--- config.mk ---
export PLATFORM = sky130hd
export DESIGN_NAME = csc_update
export DESIGN_NICKNAME = d
export VERILOG_FILES = /design/src/sv/csc_pkg.sv /design/src/sv/csc_update.sv
export SDC_FILE = /design/constraint.sdc
export NUM_CORES = 1
export LEC_CHECK = 0
export BUFFER_PORTS_ARGS = -buffer_cell sky130_fd_sc_hd__buf_4
export CAP_MARGIN = 20
export CORE_AREA = 8 8 126 128
export DETAILED_ROUTE_END_ITERATION = 10
export DIE_AREA = 0 0 134 136
export PLACE_DENSITY = 0.7
export SYNTH_ARGS = -nofsm -noshare
export SYNTH_HDL_FRONTEND = slang
export SYNTH_SLANG_ARGS = --single-unit
--- constraint.sdc ---
create_clock -name vclk -period 11.6
set_input_delay 0.58 -clock vclk [all_inputs]
set_output_delay 0.58 -clock vclk [all_outputs]
set_load 0.005 [all_outputs]
--- src/sv/csc_pkg.sv ---
// ----------------------------------------------------------------------------
// CpG site counter package
// Shared types, widths and character codes for the CpG site counter.
// ----------------------------------------------------------------------------
package csc_pkg;

  // Counter table geometry.
  localparam int SITE_TABLE_DEPTH = 65536;
  localparam int SITE_AW          = $clog2(SITE_TABLE_DEPTH);
  localparam int CNT_W            = 16;
  localparam int NUM_CATS         = 6;
  localparam int ROW_W            = NUM_CATS * CNT_W;
  localparam int POS_W            = 16;
  localparam int CHAR_W           = 8;

  typedef logic [SITE_AW-1:0] site_idx_t;
  typedef logic [CNT_W-1:0]   cnt_t;
  typedef logic [ROW_W-1:0]   row_t;
  typedef logic [CHAR_W-1:0]  char_t;

  localparam cnt_t  CNT_MAX           = '1;
  localparam char_t MIN_QUALITY_RESET = 8'd33;

  // ASCII codes compared against the reference and read bases.
  localparam char_t CHAR_UC_C = 8'h43;
  localparam char_t CHAR_LC_C = 8'h63;
  localparam char_t CHAR_UC_G = 8'h47;
  localparam char_t CHAR_LC_G = 8'h67;
  localparam char_t CHAR_UC_T = 8'h54;
  localparam char_t CHAR_UC_A = 8'h41;

  // Counter categories; the code is also the lane in a table row.
  typedef enum logic [2:0] {
    CAT_WC     = 3'd0,
    CAT_WT     = 3'd1,
    CAT_WOTHER = 3'd2,
    CAT_CC     = 3'd3,
    CAT_CT     = 3'd4,
    CAT_COTHER = 3'd5
  } cat_e;

  // Decision made for one base at acceptance.
  typedef struct packed {
    logic take;
    cat_e cat;
  } sort_t;

  // Most recent row written by an item, used to bypass the memory.
  typedef struct packed {
    logic      valid;
    site_idx_t idx;
    row_t      row;
  } fwd_t;

endpackage

--- src/sv/csc_update.sv ---
// ----------------------------------------------------------------------------
// CpG counter row update
// Merges the memory row with the last written row, then bumps the
// selected counter lane with saturation.
// ----------------------------------------------------------------------------
module csc_update (
  input  csc_pkg::row_t      rd_row,
  input  csc_pkg::fwd_t      fwd,
  input  csc_pkg::site_idx_t idx,
  input  csc_pkg::sort_t     sort,
  output csc_pkg::row_t      new_row,
  output csc_pkg::cnt_t      count_after
);

  csc_pkg::row_t cur_row;
  csc_pkg::cnt_t lane_old;
  csc_pkg::cnt_t lane_new;

  // The memory returns stale data when the previous write hit the same row.
  assign cur_row = (fwd.valid && (fwd.idx == idx)) ? fwd.row : rd_row;

  // Pick the lane of the selected category.
  always_comb begin
    lane_old = '0;
    for (int i = 0; i < csc_pkg::NUM_CATS; i++) begin
      if (sort.cat == 3'(i)) begin
        lane_old = cur_row[i*csc_pkg::CNT_W +: csc_pkg::CNT_W];
      end
    end
  end

  // Saturating increment.
  assign lane_new = (lane_old == csc_pkg::CNT_MAX) ? lane_old : lane_old + 1'b1;

  // Write the bumped lane back into the row.
  always_comb begin
    new_row = cur_row;
    for (int i = 0; i < csc_pkg::NUM_CATS; i++) begin
      if (sort.cat == 3'(i)) begin
        new_row[i*csc_pkg::CNT_W +: csc_pkg::CNT_W] = lane_new;
      end
    end
  end

  assign count_after = sort.take ? lane_new : '0;

endmodule

# Word-level counts from Yosys, hierarchy flattened
# Index checks and enable logic that the tools add are counted.
[totals] regBits=0 in_bits=229 out_inout_bits=112 word_cells=25
[classes] n_addsub=1 n_eq_ne=7 mux=15 reduce_logical=2
[op_table] cell="two-way mux 16 bit" n=14
[op_table] cell="two-way mux 96 bit" n=1
[op_table] cell="adder 16 x 1 -> 16 bit, second input constant" n=1
[op_table] cell="equality test 16 bit" n=1
[op_table] cell="equality test 16 bit, second input constant" n=1
[op_table] cell="equality test 3 x 2 -> 1 bit, second input constant" n=2
[op_table] cell="equality test 3 bit, second input constant" n=2
[op_table] cell="equality test 3 x 1 -> 1 bit, second input constant" n=1
[op_table] cell="logical NOT 3 bit" n=1
[op_table] cell="logical AND 1 bit" n=1

# Logic depth before layout (Yosys ltp)
[logic_depth] ltp_word=12 depth_mapped=20 ltp_nobuf=14

# Least setup slack after synthesis
# No wires, ideal clock.
[synth_timing] path_type="input port to output port" start="input fwd[105] (netlist name)" end="output new_row[82]" arrival_ns=4.554 required_ns=11.020 slack_ns=6.466 path_stages=20 path_buffers=6 path_cell_list="nor2b_1 a2111oi_4 and4_1 buf_2 nand3_2 buf_4 buf_4 buf_2 mux2i_1 o22ai_1 or2_2 ha_1 and4b_1 a21oi_1 or4b_1 buf_2 or3_1 buf_2 and3_1 xnor2_1"
[synth_between] elab_chain_len=12 elab_cells_between_ends=13 cone_classes="add/sub: 1; eq/ne: 2; mux: 9; reduce/logical: 1"
[synth_rtl] element="start: declaration" line_no="csc_update.sv:8" source="input csc_pkg::fwd_t fwd,"
[synth_rtl] element="equality test 16 bit *" line_no="csc_update.sv:20" source="assign cur_row = (fwd.valid && (fwd.idx == idx)) ? fwd.row : rd_row;"
[synth_rtl] element="logical AND 1 bit *" line_no="csc_update.sv:20"
[synth_rtl] element="two-way mux 96 bit *" line_no="csc_update.sv:20"
[synth_rtl] element="two-way mux 16 bit (6 in a row)" line_no="csc_update.sv:26" source="if (sort.cat == 3'(i)) begin"
[synth_rtl] element="adder 16 x 1 -> 16 bit / equality test 16 bit (equally long branches)" line_no="csc_update.sv:33" source="assign lane_new = (lane_old == csc_pkg::CNT_MAX) ? lane_old : lane_old + 1'b1;"
[synth_rtl] element="two-way mux 16 bit" line_no="csc_update.sv:33"
[synth_rtl] element="two-way mux 16 bit *" line_no="csc_update.sv:39" source="if (sort.cat == 3'(i)) begin"
[synth_rtl] element="end: declaration" line_no="csc_update.sv:11" source="output csc_pkg::row_t new_row,"
# Every way passes the cells marked *; elsewhere a longest branch is shown, timed or not.

# Final worst setup path
[layout_timing] start="input fwd[106] (netlist name)" end="output new_row[1]"
# Same word-level chain as after synthesis.

==> qor_table.md <==
| Quantity | Value |
|---|---|
| Synthesis-to-layout area growth | 54.45% |
| Number of instances in the synthesized netlist | 787 |
| Run status | finished, final reports clean |
| Initial Utilization | 0.3413 |
| Startpoint Class | input pin |
| Floorplan die width | 134 µm |
| Antenna diodes | 0 |
| Met3 capacity usage during global routing | 0.08019 |
| Share of the yosys chip area belonging to registers | 0 |
| Busiest layer in global routing | met2 |
| Post-detailed-route DRC marker count | 0 |
| Port-buffer cells | 341 |
| Hold Violations, Final | 0 |
| Die height | 136 µm |
| Yosys warns | 0 |
| Number of top-level pins | 341 |
| Number of antenna violations at the first check in global routing | 0 |
| Net count reported at finish | 1306 |
| Global routing met1 resource utilization | 0.3518 |
| Total of fill cells in the finished design | 1444 |
| Largest incremental delay on the critical path | 800 ps |
| Core area | 0.01404 mm² |
| Synthesized Nets | 1017 |
| Estimated wirelength of the detail-placed design | 23040 µm |
| Type of the worst min-delay path | input pin to output port |
| Peak ir drop on the vdd network | 0.02675 mV |
| Setup CP Type | input pin to output port |
| Floorplan row count | 44 |
| Setup tns final | 0 ps |
| Synth unique cells | 87 |
| Most numerous cell on the critical path | sky130_fd_sc_hd__buf_4 |
| Routed wirelength normalized by instance count | 23.07 µm |
| Detailed-route via count | 7433 |
| Number of iterations in the first detailed-routing pass | 7 |
| Post-synthesis cell area | 0.004791 mm² |
| Post-detailed-route count of antenna-violating nets | 0 |
| All-layer global routing usage | 0.2981 |
| Fraction of final layout cells sized beyond drive strength 1 | 0.3780 |
| Leakage Power | 3.428 nW |
| CTS resizes | 0 |
| Via count of the first global-routing pass | 7350 |
| Actual slew at the worst max-slew pin | 998.1 ps |
| Remaining max-slew budget at the tightest pin | 0.3156 |
| Largest cells by area after synthesis | sky130_fd_sc_hd__nand2_1 (16%), sky130_fd_sc_hd__mux2i_1 (12%), sky130_fd_sc_hd__a21oi_1 (5.7%), sky130_fd_sc_hd__clkbuf_1 (3.5%), sky130_fd_sc_hd__mux2_2 (3.3%) |
| First-iteration detailed-routing DRC count | 652 |
| Post-CTS setup repair buffer count | 0 |
| Clk_buf instances | 0 |
| Seq_cells | 0 |
| Critical-path cell list | buf_4 > nor2b_1 > a2111oi_4 > and4_1 > buf_4 > nand3_4 > buf_4 > a221oi_1 > o32ai_1 > or2_2 > ha_1 > and4b_1 > a21oi_1 > or4b_1 > nor3_2 > mux2i_1 > mux2i_1 > buf_4 |
| Average cell area after synthesis | 6.087 µm² |
| Total power per unit cell area | 38.77 mW/mm² |
| Max Cap Viol | 0 |
| Vias per cell | 5.909 |
| Finish-stage setup viols | 0 |
| Fraction of the cycle the final worst path needs | 0.5960 |
| Largest net degree at the start of global routing | 52 |
| Total grt overflow | 0 |
| Post-synth top area cell | sky130_fd_sc_hd__nand2_1 |
| Global-route wire length before repair | 43150 µm |
| Area fraction of the dominant cell type after synthesis | 0.1567 |
| Flip-flop and latch area | 0 µm² |
| Maximum fanout count along the critical path | 51 |
| Final hold slack | 1453 ps |
| Wire length reported by the detailed router | 29020 µm |
| Category of the worst setup path capture point | output port |
| Endpoint required time on the critical path | 11020 ps |
| Crit path max-delay cell type | sky130_fd_sc_hd__mux2i_1 |
| Highest attainable clock frequency | 0.1446 GHz |
| Cts-stage hold buffer count | 0 |
| Final min period | 6913 ps |
| Area of the die | 0.01822 mm² |
| Final Slew Violations | 0 |
| RePlAce Congestion | 0.9352 |
| Signal arrival time at the worst endpoint | 6330 ps |
| Setup repair after global routing missed its margin | false |
| GR met2 Demand/Resource | 0.4987 |
logic make-up after synthesis:
logic type	share of synthesized area
AOI/OAI and AO/OA	0.3280
muxes	0.1711
buffers and inverters	0.08174
adders and majority gates	0.002611
and+or+nand+nor	0.3769
xor gates and xnor gates	0.03970
routing by layer:
layer	vias to the layer above	part of all wire
met5	-	0
met1	3449	0.39
li1	3474	-
met3	72	0.096
met2	438	0.46
met4	0	0.048
where the power goes:
group / internal [W] / total (W) / switching [W]
clock network: 0 / 0 / 0
registers: 0 / 0 / 0
logic: 0.000140 / 0.000287 / 0.000147
stage by stage:
| step | setup WS, ps | util | total power (W) | instance area, µm² | cells |
|---|---|---|---|---|---|
| final | 4687 | 0.5271 | 0.0002869 | 7400 | 1258 |
| after global routing | 4207 | 0.5271 | 0.0003088 | 7400 | 1258 |
| after CTS | 4696 | 0.5271 | 0.0002853 | 7400 | 1258 |
| after detailed placement | 4701 | 0.5271 | 0.0002842 | 7400 | 1258 |
| after global placement | 4841 | 0.5271 | 0.0002833 | 7400 | 1258 |
| after floorplan | 6466 | - | 0.0001227 | 4791 | 787 |
final cells by class:
type                            instances  area [µm²]  share of cell area
Inverter                                8       30.03            0.004058
Multi-Input combinational cell        704        4422              0.5976
Tap cell                              184       230.2             0.03111
Timing Repair Buffer                  362        2718              0.3673
cells in the mapped netlist (all sizes together) (7+ instances only):
library cell,instances
mux2i,57
nand2,200
xor2,7
clkbuf,45
and3,16
nor2b,7
a31oi,18
and2,7
a21oi,55
nor2,38
o31ai,19
xnor2,13
a22oi,9
o211ai,7
nor4,8
mux2,17
nor3,19
o21bai,7
o21ai,61
nand4,23
buf,30
o31a,7
nand3,19
inv,8
nand2b,8
worst max-delay path: cells and delay by family:
kind	cells	cell delay, ps
simple gates	7	2700
buf+inv	4	1110
mux	2	970
compound gates	4	710
fa+ha+maj	1	200
layout by cell type (no fill, tap or decap), types with 5 or more instances in the layout:
cell and instances:
sky130_fd_sc_hd__buf_4 362, sky130_fd_sc_hd__nand2_1 200, sky130_fd_sc_hd__mux2i_1 56, sky130_fd_sc_hd__a21oi_1 55, sky130_fd_sc_hd__nor2_1 36, sky130_fd_sc_hd__o21ai_0 31
sky130_fd_sc_hd__o21ai_1 30, sky130_fd_sc_hd__nand4_1 22, sky130_fd_sc_hd__o31ai_1 18, sky130_fd_sc_hd__a31oi_1 18, sky130_fd_sc_hd__nand3_1 17, sky130_fd_sc_hd__and3_1 16
sky130_fd_sc_hd__mux2_2 14, sky130_fd_sc_hd__nor3_1 14, sky130_fd_sc_hd__xnor2_1 12, sky130_fd_sc_hd__a22oi_1 9, sky130_fd_sc_hd__nand2b_1 8, sky130_fd_sc_hd__nor2b_1 7
sky130_fd_sc_hd__o211ai_1 7, sky130_fd_sc_hd__and2_1 7, sky130_fd_sc_hd__o21bai_1 7, sky130_fd_sc_hd__o31a_1 7, sky130_fd_sc_hd__xor2_1 6, sky130_fd_sc_hd__inv_1 6
sky130_fd_sc_hd__and4_1 6, sky130_fd_sc_hd__nor4_1 6, sky130_fd_sc_hd__or3_1 5
worst paths after layout:
check | cells past startpoint | slack [ps] | from | endpoint
min | 3 | 1450 | sort[3] | count_after[9]
max | 18 | 4690 | fwd[106] | new_row[1]
Power figures use the tool's default switching activity.
