--- src/sv/csc_pkg.sv ---
// ----------------------------------------------------------------------------
// CpG site counter package
// Shared types, widths and character codes for the CpG site counter.
// ----------------------------------------------------------------------------
package csc_pkg;

  // Counter table geometry.
  localparam int SITE_TABLE_DEPTH = 65536;
  localparam int SITE_AW          = $clog2(SITE_TABLE_DEPTH);
  localparam int CNT_W            = 16;
  localparam int NUM_CATS         = 6;
  localparam int ROW_W            = NUM_CATS * CNT_W;
  localparam int POS_W            = 16;
  localparam int CHAR_W           = 8;

  typedef logic [SITE_AW-1:0] site_idx_t;
  typedef logic [CNT_W-1:0]   cnt_t;
  typedef logic [ROW_W-1:0]   row_t;
  typedef logic [CHAR_W-1:0]  char_t;

  localparam cnt_t  CNT_MAX           = '1;
  localparam char_t MIN_QUALITY_RESET = 8'd33;

  // ASCII codes compared against the reference and read bases.
  localparam char_t CHAR_UC_C = 8'h43;
  localparam char_t CHAR_LC_C = 8'h63;
  localparam char_t CHAR_UC_G = 8'h47;
  localparam char_t CHAR_LC_G = 8'h67;
  localparam char_t CHAR_UC_T = 8'h54;
  localparam char_t CHAR_UC_A = 8'h41;

  // Counter categories; the code is also the lane in a table row.
  typedef enum logic [2:0] {
    CAT_WC     = 3'd0,
    CAT_WT     = 3'd1,
    CAT_WOTHER = 3'd2,
    CAT_CC     = 3'd3,
    CAT_CT     = 3'd4,
    CAT_COTHER = 3'd5
  } cat_e;

  // Decision made for one base at acceptance.
  typedef struct packed {
    logic take;
    cat_e cat;
  } sort_t;

  // Most recent row written by an item, used to bypass the memory.
  typedef struct packed {
    logic      valid;
    site_idx_t idx;
    row_t      row;
  } fwd_t;

endpackage

--- src/sv/csc_classify.sv ---
// ----------------------------------------------------------------------------
// CpG base classifier
// Decides whether an incoming base is counted and which counter it hits.
// ----------------------------------------------------------------------------
module csc_classify (
  input  csc_pkg::char_t min_quality,
  input  csc_pkg::char_t ref_base,
  input  csc_pkg::char_t ref_next_base,
  input  csc_pkg::char_t read_base,
  input  csc_pkg::char_t read_next_base,
  input  logic           last_in_read,
  input  csc_pkg::char_t base_quality,
  input  logic           watson_strand,
  output csc_pkg::sort_t sort
);

  logic is_cpg;
  logic take;

  // A CpG site is C or c on the reference followed by G or g.
  assign is_cpg = ((ref_base == csc_pkg::CHAR_UC_C) || (ref_base == csc_pkg::CHAR_LC_C)) &&
                  ((ref_next_base == csc_pkg::CHAR_UC_G) ||
                   (ref_next_base == csc_pkg::CHAR_LC_G));

  // The last base of a crick read has no next base to judge and is skipped.
  assign take = is_cpg && (base_quality >= min_quality) && (watson_strand || !last_in_read);

  // Watson judges the read base, crick judges the next read base.
  always_comb begin
    sort.take = take;
    sort.cat  = csc_pkg::CAT_WC;
    if (take) begin
      if (watson_strand) begin
        if (read_base == csc_pkg::CHAR_UC_C) begin
          sort.cat = csc_pkg::CAT_WC;
        end else if (read_base == csc_pkg::CHAR_UC_T) begin
          sort.cat = csc_pkg::CAT_WT;
        end else begin
          sort.cat = csc_pkg::CAT_WOTHER;
        end
      end else begin
        if (read_next_base == csc_pkg::CHAR_UC_G) begin
          sort.cat = csc_pkg::CAT_CC;
        end else if (read_next_base == csc_pkg::CHAR_UC_A) begin
          sort.cat = csc_pkg::CAT_CT;
        end else begin
          sort.cat = csc_pkg::CAT_COTHER;
        end
      end
    end
  end

endmodule

--- config.mk ---
export PLATFORM = sky130hd
export DESIGN_NAME = csc_classify
export DESIGN_NICKNAME = d
export VERILOG_FILES = /design/src/sv/csc_pkg.sv /design/src/sv/csc_classify.sv
export SDC_FILE = /design/constraint.sdc
export NUM_CORES = 1
export LEC_CHECK = 0
export BUFFER_PORTS_ARGS = -buffer_cell sky130_fd_sc_hd__buf_2
export CORE_AREA = 5 5 42 44
export DETAILED_ROUTE_END_ITERATION = 8
export DIE_AREA = 0 0 47 49
export GPL_ROUTABILITY_DRIVEN = 0
export PLACE_DENSITY_LB_ADDON = 0.15
export SYNTH_ARGS = -nofsm -noshare
export SYNTH_HDL_FRONTEND = slang
export SYNTH_SLANG_ARGS = --single-unit
--- constraint.sdc ---
create_clock -name vclk -period 4.6
set_input_delay 0.69 -clock vclk [all_inputs]
set_output_delay 0.69 -clock vclk [all_outputs]
set_load 0.03 [all_outputs]
== Word-level counts from Yosys, hierarchy flattened ==
Index checks and enable logic that the tools add are counted.
Storage, ports and cells
  register bits: 0
  latch bits: 0
  RAM bits: 0
  memory bits (read-only): 0
  input port bits: 50
  output and inout port bits: 4
  word-level logic and storage cells: 22
  memories kept: 0
Operators by class
  add/sub/neg operators: 0
  $mul: 0
  divide/modulo/power cells: 0
  magnitude comparators: 1
  eq/ne operators: 8
  shift operators: 0
  multiplexer cells: 6
  bitwise gates (word level): 0
  reductions and logical operators: 7
Operators by type and width (number)
  8-bit by 7-bit equality test with 1-bit output, second input constant: 8
  3-bit 2-to-1 mux: 3
  8-bit >= comparator: 1
  2-bit 2-to-1 mux: 2
  1-bit logical AND: 3
  1-bit logical OR: 3
  1-bit zero test: 1
  1-bit 2-to-1 mux: 1

== Logic depth before layout (Yosys ltp) ==
Gate-level depths: netlist (run 1).
  word-level depth: 6
  gate-level depth with buffers: 7
  mapped depth without buffers: 6

== Least setup slack after synthesis (run 1) ==
Ideal clock, no wire load.
  path kind: input -> output
  start: input port base_quality[0]
  end: output port sort[3] (netlist name)
  arrival time: 2.003 ns
  required time: 3.910 ns
  setup slack: 1.907 ns
  stages: 7
  path buffers: 1
  cell sequence: inv_1 -> ha_1 -> nand2b_1 -> a2111oi_0 -> o211ai_1 -> and2_2 -> buf_4
Between the ends
  word-level cells in the longest chain between the ends: 3
Ends and longest elaborated chain
  start, declared: RTL line csc_classify.sv:12  | input csc_pkg::char_t base_quality,
  8-bit >= comparator: RTL line csc_classify.sv:26  | assign take = is_cpg && (base_quality >= min_quality) && (watson_strand || !last_in_read);
  1-bit logical AND (2 in series): RTL line csc_classify.sv:26
  end, declared: RTL line csc_classify.sv:14  | output csc_pkg::sort_t sort
No other way between the ends.

==> results of run 1 <==
-- path summary, 6_finish.rpt --
| kind | to | slack (ns) | depth (start not counted) |
|---|---|---|---|
| worst max-delay path | sort[1] | 1.62 | 7 |
| worst min-delay path | sort[0] | 1.90 | 5 |
-- synth_stat cells, drive strengths merged, types with 2 or more instances --
master / number / area, sq um
nand2: 3 / 11.26
or4b: 2 / 23.77
ha: 8 / 100.1
nor3: 2 / 10.01
a21oi: 2 / 10.01
inv: 9 / 33.78
nand2b: 2 / 12.51
nand4b: 2 / 17.52
a2111oi: 2 / 36.29
-- layer usage --
layer / vias up / wire length [um] / track usage [%]
li1: 285 / - / -
met3: 0 / 179 / 1.107
met2: 30 / 541 / 16.06
met1: 218 / 416 / 11.74
met5: - / 0 / 0
met4: 0 / 0 / 0
-- logic make-up after synthesis --
group                    after synthesis
AO/OA/AOI/OAI                         11
AND/OR/NAND/NOR                       20
adder cells (fa/ha/maj)                8
buffers and inverters                 10
-- report_power, final --
part | internal, mW | total, mW | leakage (nW) | switching, mW
Clock | 0 | 0 | 0 | 0
Combinational | 0.0237 | 0.0392 | 0.402 | 0.0154
Sequential | 0 | 0 | 0 | 0
Total | 0.0237 | 0.0392 | 0.402 | 0.0154
-- final cells by class --
class | count | share of cell area, %
timing repair buffer | 52 | 39.54
multi-input combinational | 39 | 52.28
tap | 16 | 3.042
inverter | 9 | 5.133
-- cells in the final DEF (no fill, tap or decap), types with 2 or more instances in the layout --
master / instances
inv_1: 9
nand2_1: 3
nor3_1: 2
nand4b_1: 2
nand2b_1: 2
ha_1: 8
a21oi_1: 2
buf_2: 52
-- stage by stage --
step | utilization, % | hold slack [ns] | power, mW
finish | 46.96 | 1.896 | 0.03917
global route | 46.96 | 1.929 | 0.04556
CTS | 46.96 | 1.900 | 0.03993
detailed placement | 46.96 | 1.899 | 0.03977
global placement | 46.96 | 1.902 | 0.03848
floorplan | - | 1.668 | 0.01648
==> flow_summary.json, run 1 <==
{
  "drt_iter0_markers": 1,
  "tns_ns": 0,
  "tightest_slew_ns": 0.4259,
  "regArea_sq_um": 0,
  "hold_class": "input pin to output port",
  "dr.pass1.iters": 2,
  "seq_area_frac_synth_pct": 0,
  "drive_gt1_share_pct": 57.00,
  "synth_area_per_cell_sq_um": 7.865,
  "wirelength_mm": 1.136,
  "core_sq_um": 1401,
  "cp_common_cell": "buf_2",
  "grt_pass1_wl_mm": 1.697,
  "yosys.area_share.simple_pct": 37.99,
  "clkbuf_count": 0,
  "end_kind": "output port",
  "wire_per_inst_um": 9.793,
  "io_buffer_count": 52,
  "setup_viol": 0,
  "synth_cell_types": 28,
  "dp_hpwl_mm": 1.095,
  "ant_nets": 0,
  "relSlewSlack_pct": 70.87,
  "die_x_um": 47,
  "track_usage_pct": 8.982,
  "io_pins": 54,
  "diodes": 0,
  "p_leak_nw": 0.4023,
  "required_ns": 3.91,
  "rows": 14,
  "fmax_mhz": 335.7,
  "dieArea_sq_um": 2303,
  "drv_slew": 0,
  "fin_crit_ns": 2.978,
  "grt_overflow": 0,
  "worstPathArrival_ns": 2.29,
  "place_inst": 116,
  "grt_max_degree": 5,
  "synth_nets": 107,
  "multi_input_area_sq_um": 344.1,
  "avgViaCountPerCell": 4.595,
  "grt_pass1_vias": 479,
  "ir_worst_vdd_v": 0.00002475,
  "instances_no_fill": 116,
  "slowest_stage": "a2111oi_0",
  "status": "finished clean",
  "final_cell_area_sq_um": 658.1,
  "muxShareOfSynthArea_pct": 0,
  "crit_start": "min_quality[0]",
  "worstHoldStart": "ref_base[3]",
  "post_cts.repair.setup_buffers": 0,
  "final_nets": 160,
  "antenna_found_initial": 0,
  "synth-compound-area-share_pct": 25.32,
  "syn_area_sq_um": 385.4,
  "area_delta_synth_final_pct": 70.78,
  "crit_path_cell_trace": "buf_2, ha_1, nand2b_1, a2111oi_0, o211ai_1, and4b_1, buf_2",
  "flops_and_latches": 0,
  "max_stage_delay_ns": 0.46,
  "cp_max_fo": 4,
  "dp_slack_ns": 1.601,
  "synth_xor_area_share_pct": 0,
  "vias": 533,
  "period_share_pct": 64.75,
  "remaining_drc_errors": 0,
  "cts_resized": 0,
  "crit_family": "compound AO/OA/AOI/OAI gates",
  "synth_top_family_by_area": "simple AND/OR/NAND/NOR gates",
  "fillers": 157,
  "max-cap-violations": 0,
  "post_dp_cell_area_sq_um": 658.1,
  "cts_hold_buf": 0,
  "worstSetupPathType": "input pin to output port",
  "syn-instance-count": 49,
  "yosys.area_share.adder_pct": 25.97,
  "finalHoldViolCount": 0,
  "rsz0062_at_grt": "no",
  "setup_ws_ns": 1.622,
  "start_util_pct": 27.50,
  "dieHeight_um": 49,
  "yosys_warnings": 0,
  "cp.buffers_inverters": 2,
  "p_per_area_nw_per_um2": 59.51,
  "startpoint_type": "input pin"
}
Power figures use the tool's default switching activity.
==> run 2, diff against run 1 <==
==> constraint.sdc (replaced) <==
create_clock -name vclk -period 3
set_input_delay 0.45 -clock vclk [all_inputs]
set_output_delay 0.45 -clock vclk [all_outputs]
set_load 0.03 [all_outputs]
==> flow_summary.json, run 2 (synthesis results as in run 1) <==
{
  "crit_family": "compound AO/OA/AOI/OAI gates",
  "end_kind": "output port",
  "cp.buffers_inverters": 2,
  "rows": 14,
  "tightest_slew_ns": 0.4313,
  "regArea_sq_um": 0,
  "start_util_pct": 27.50,
  "track_usage_pct": 9.474,
  "relSlewSlack_pct": 70.51,
  "core_sq_um": 1401,
  "max_stage_delay_ns": 0.46,
  "clkbuf_count": 0,
  "postLayoutCoreUtil_pct": 46.96,
  "worstPathArrival_ns": 2.04,
  "drv_slew": 0,
  "period_share_pct": 83.15,
  "rsz0062_at_grt": "no",
  "antenna_found_initial": 0,
  "die_x_um": 47,
  "hold-worst-slack_ns": 1.415,
  "p_per_area_nw_per_um2": 91.12,
  "post_cts.repair.setup_buffers": 0,
  "wirelength_mm": 1.137,
  "tns_ns": 0,
  "ir_worst_vdd_v": 0.00004031,
  "diodes": 0,
  "flops_and_latches": 0,
  "grt_pass1_vias": 527,
  "hold_class": "input pin to output port",
  "p_leak_nw": 0.4023,
  "cts_hold_buf": 0,
  "cp.depth": 7,
  "worstSetupPathType": "input pin to output port",
  "dieArea_sq_um": 2303,
  "setup_viol": 0,
  "grt_overflow": 0,
  "p_total_mw": 0.05997,
  "io_buffer_count": 52,
  "worstHoldStart": "ref_base[3]",
  "status": "finished clean",
  "dr.pass1.iters": 2,
  "remaining_drc_errors": 0,
  "mostFrequentLayoutCells": "buf_2, inv_1, ha_1",
  "grt_max_degree": 5,
  "area_delta_synth_final_pct": 70.78,
  "cp_max_fo": 4,
  "avgViaCountPerCell": 4.638,
  "startpoint_type": "input pin",
  "wire_per_inst_um": 9.802,
  "grt_pass1_wl_mm": 1.794,
  "crit_start": "min_quality[0]",
  "slowest_stage": "a2111oi_0",
  "cts_resized": 0,
  "final_nets": 160,
  "vias": 538,
  "holdPathEnd": "sort[0]",
  "final_common_cell": "buf_2",
  "whs_path_depth": 5,
  "io_pins": 54,
  "dp_hpwl_mm": 1.114,
  "cp_common_cell": "buf_2",
  "dieHeight_um": 49,
  "drt_iter0_markers": 1,
  "fin_crit_ns": 2.495,
  "fmax_mhz": 400.9,
  "max-cap-violations": 0,
  "drive_gt1_share_pct": 57.00,
  "required_ns": 2.55,
  "finalHoldViolCount": 0,
  "crit_path_cell_trace": "buf_2, ha_1, nand2b_1, a2111oi_0, o211ai_1, and3_2, buf_2",
  "ant_nets": 0
}
[run 2: cell counts in the layout (fill, tap and decap cells not counted)]
No cell type changed its count.
[run 2: routing by layer]
| metal | GRT usage, % | share of wire [%] | vias up |
|---|---|---|---|
| met2 | 18.78 | 50 | 30 |
| li1 | - | - | 286 |
| met4 | 0 | 0 | 0 |
| met1 | 10.22 | 31 | 222 |
| met5 | 0 | 0 | - |
| met3 | 1.845 | 19 | 0 |
[run 2: tightest hold or removal path: stages]
cell and delay (ns):
buf_2 0.07, or4b_4 0.12, a2111oi_4 0.04, o211a_1 0.11, buf_2 0.17
[run 2: how the worst max path moves through the flow]
stage / to / slack, ns
floorplan: sort[3] / 0.79
global placement: sort[2] / 0.51
detailed placement: sort[2] / 0.50
CTS: sort[2] / 0.48
global route: sort[2] / 0.37
finish: sort[2] / 0.51
[run 2: stage by stage]
step | cell area [sq um] | setup slack, ns | cells
floorplan | 385.4 | 0.7867 | 49
global placement | 658.1 | 0.5053 | 116
detailed placement | 658.1 | 0.5048 | 116
CTS | 658.1 | 0.4771 | 116
global route | 658.1 | 0.3715 | 116
finish | 658.1 | 0.5054 | 116
[run 2: where the power goes]
part / switching [mW] / internal, mW
Combinational: 0.0235 / 0.0364
Sequential: 0 / 0
Clock: 0 / 0
Total: 0.0235 / 0.0364
[run 2: final cells by class]
class                           instances  area, sq um
Inverter                                9        33.78
Fill cell                             158        743.2
Tap cell                               16        20.02
Multi-Input combinational cell         39        344.1
Timing Repair Buffer                   52        260.3
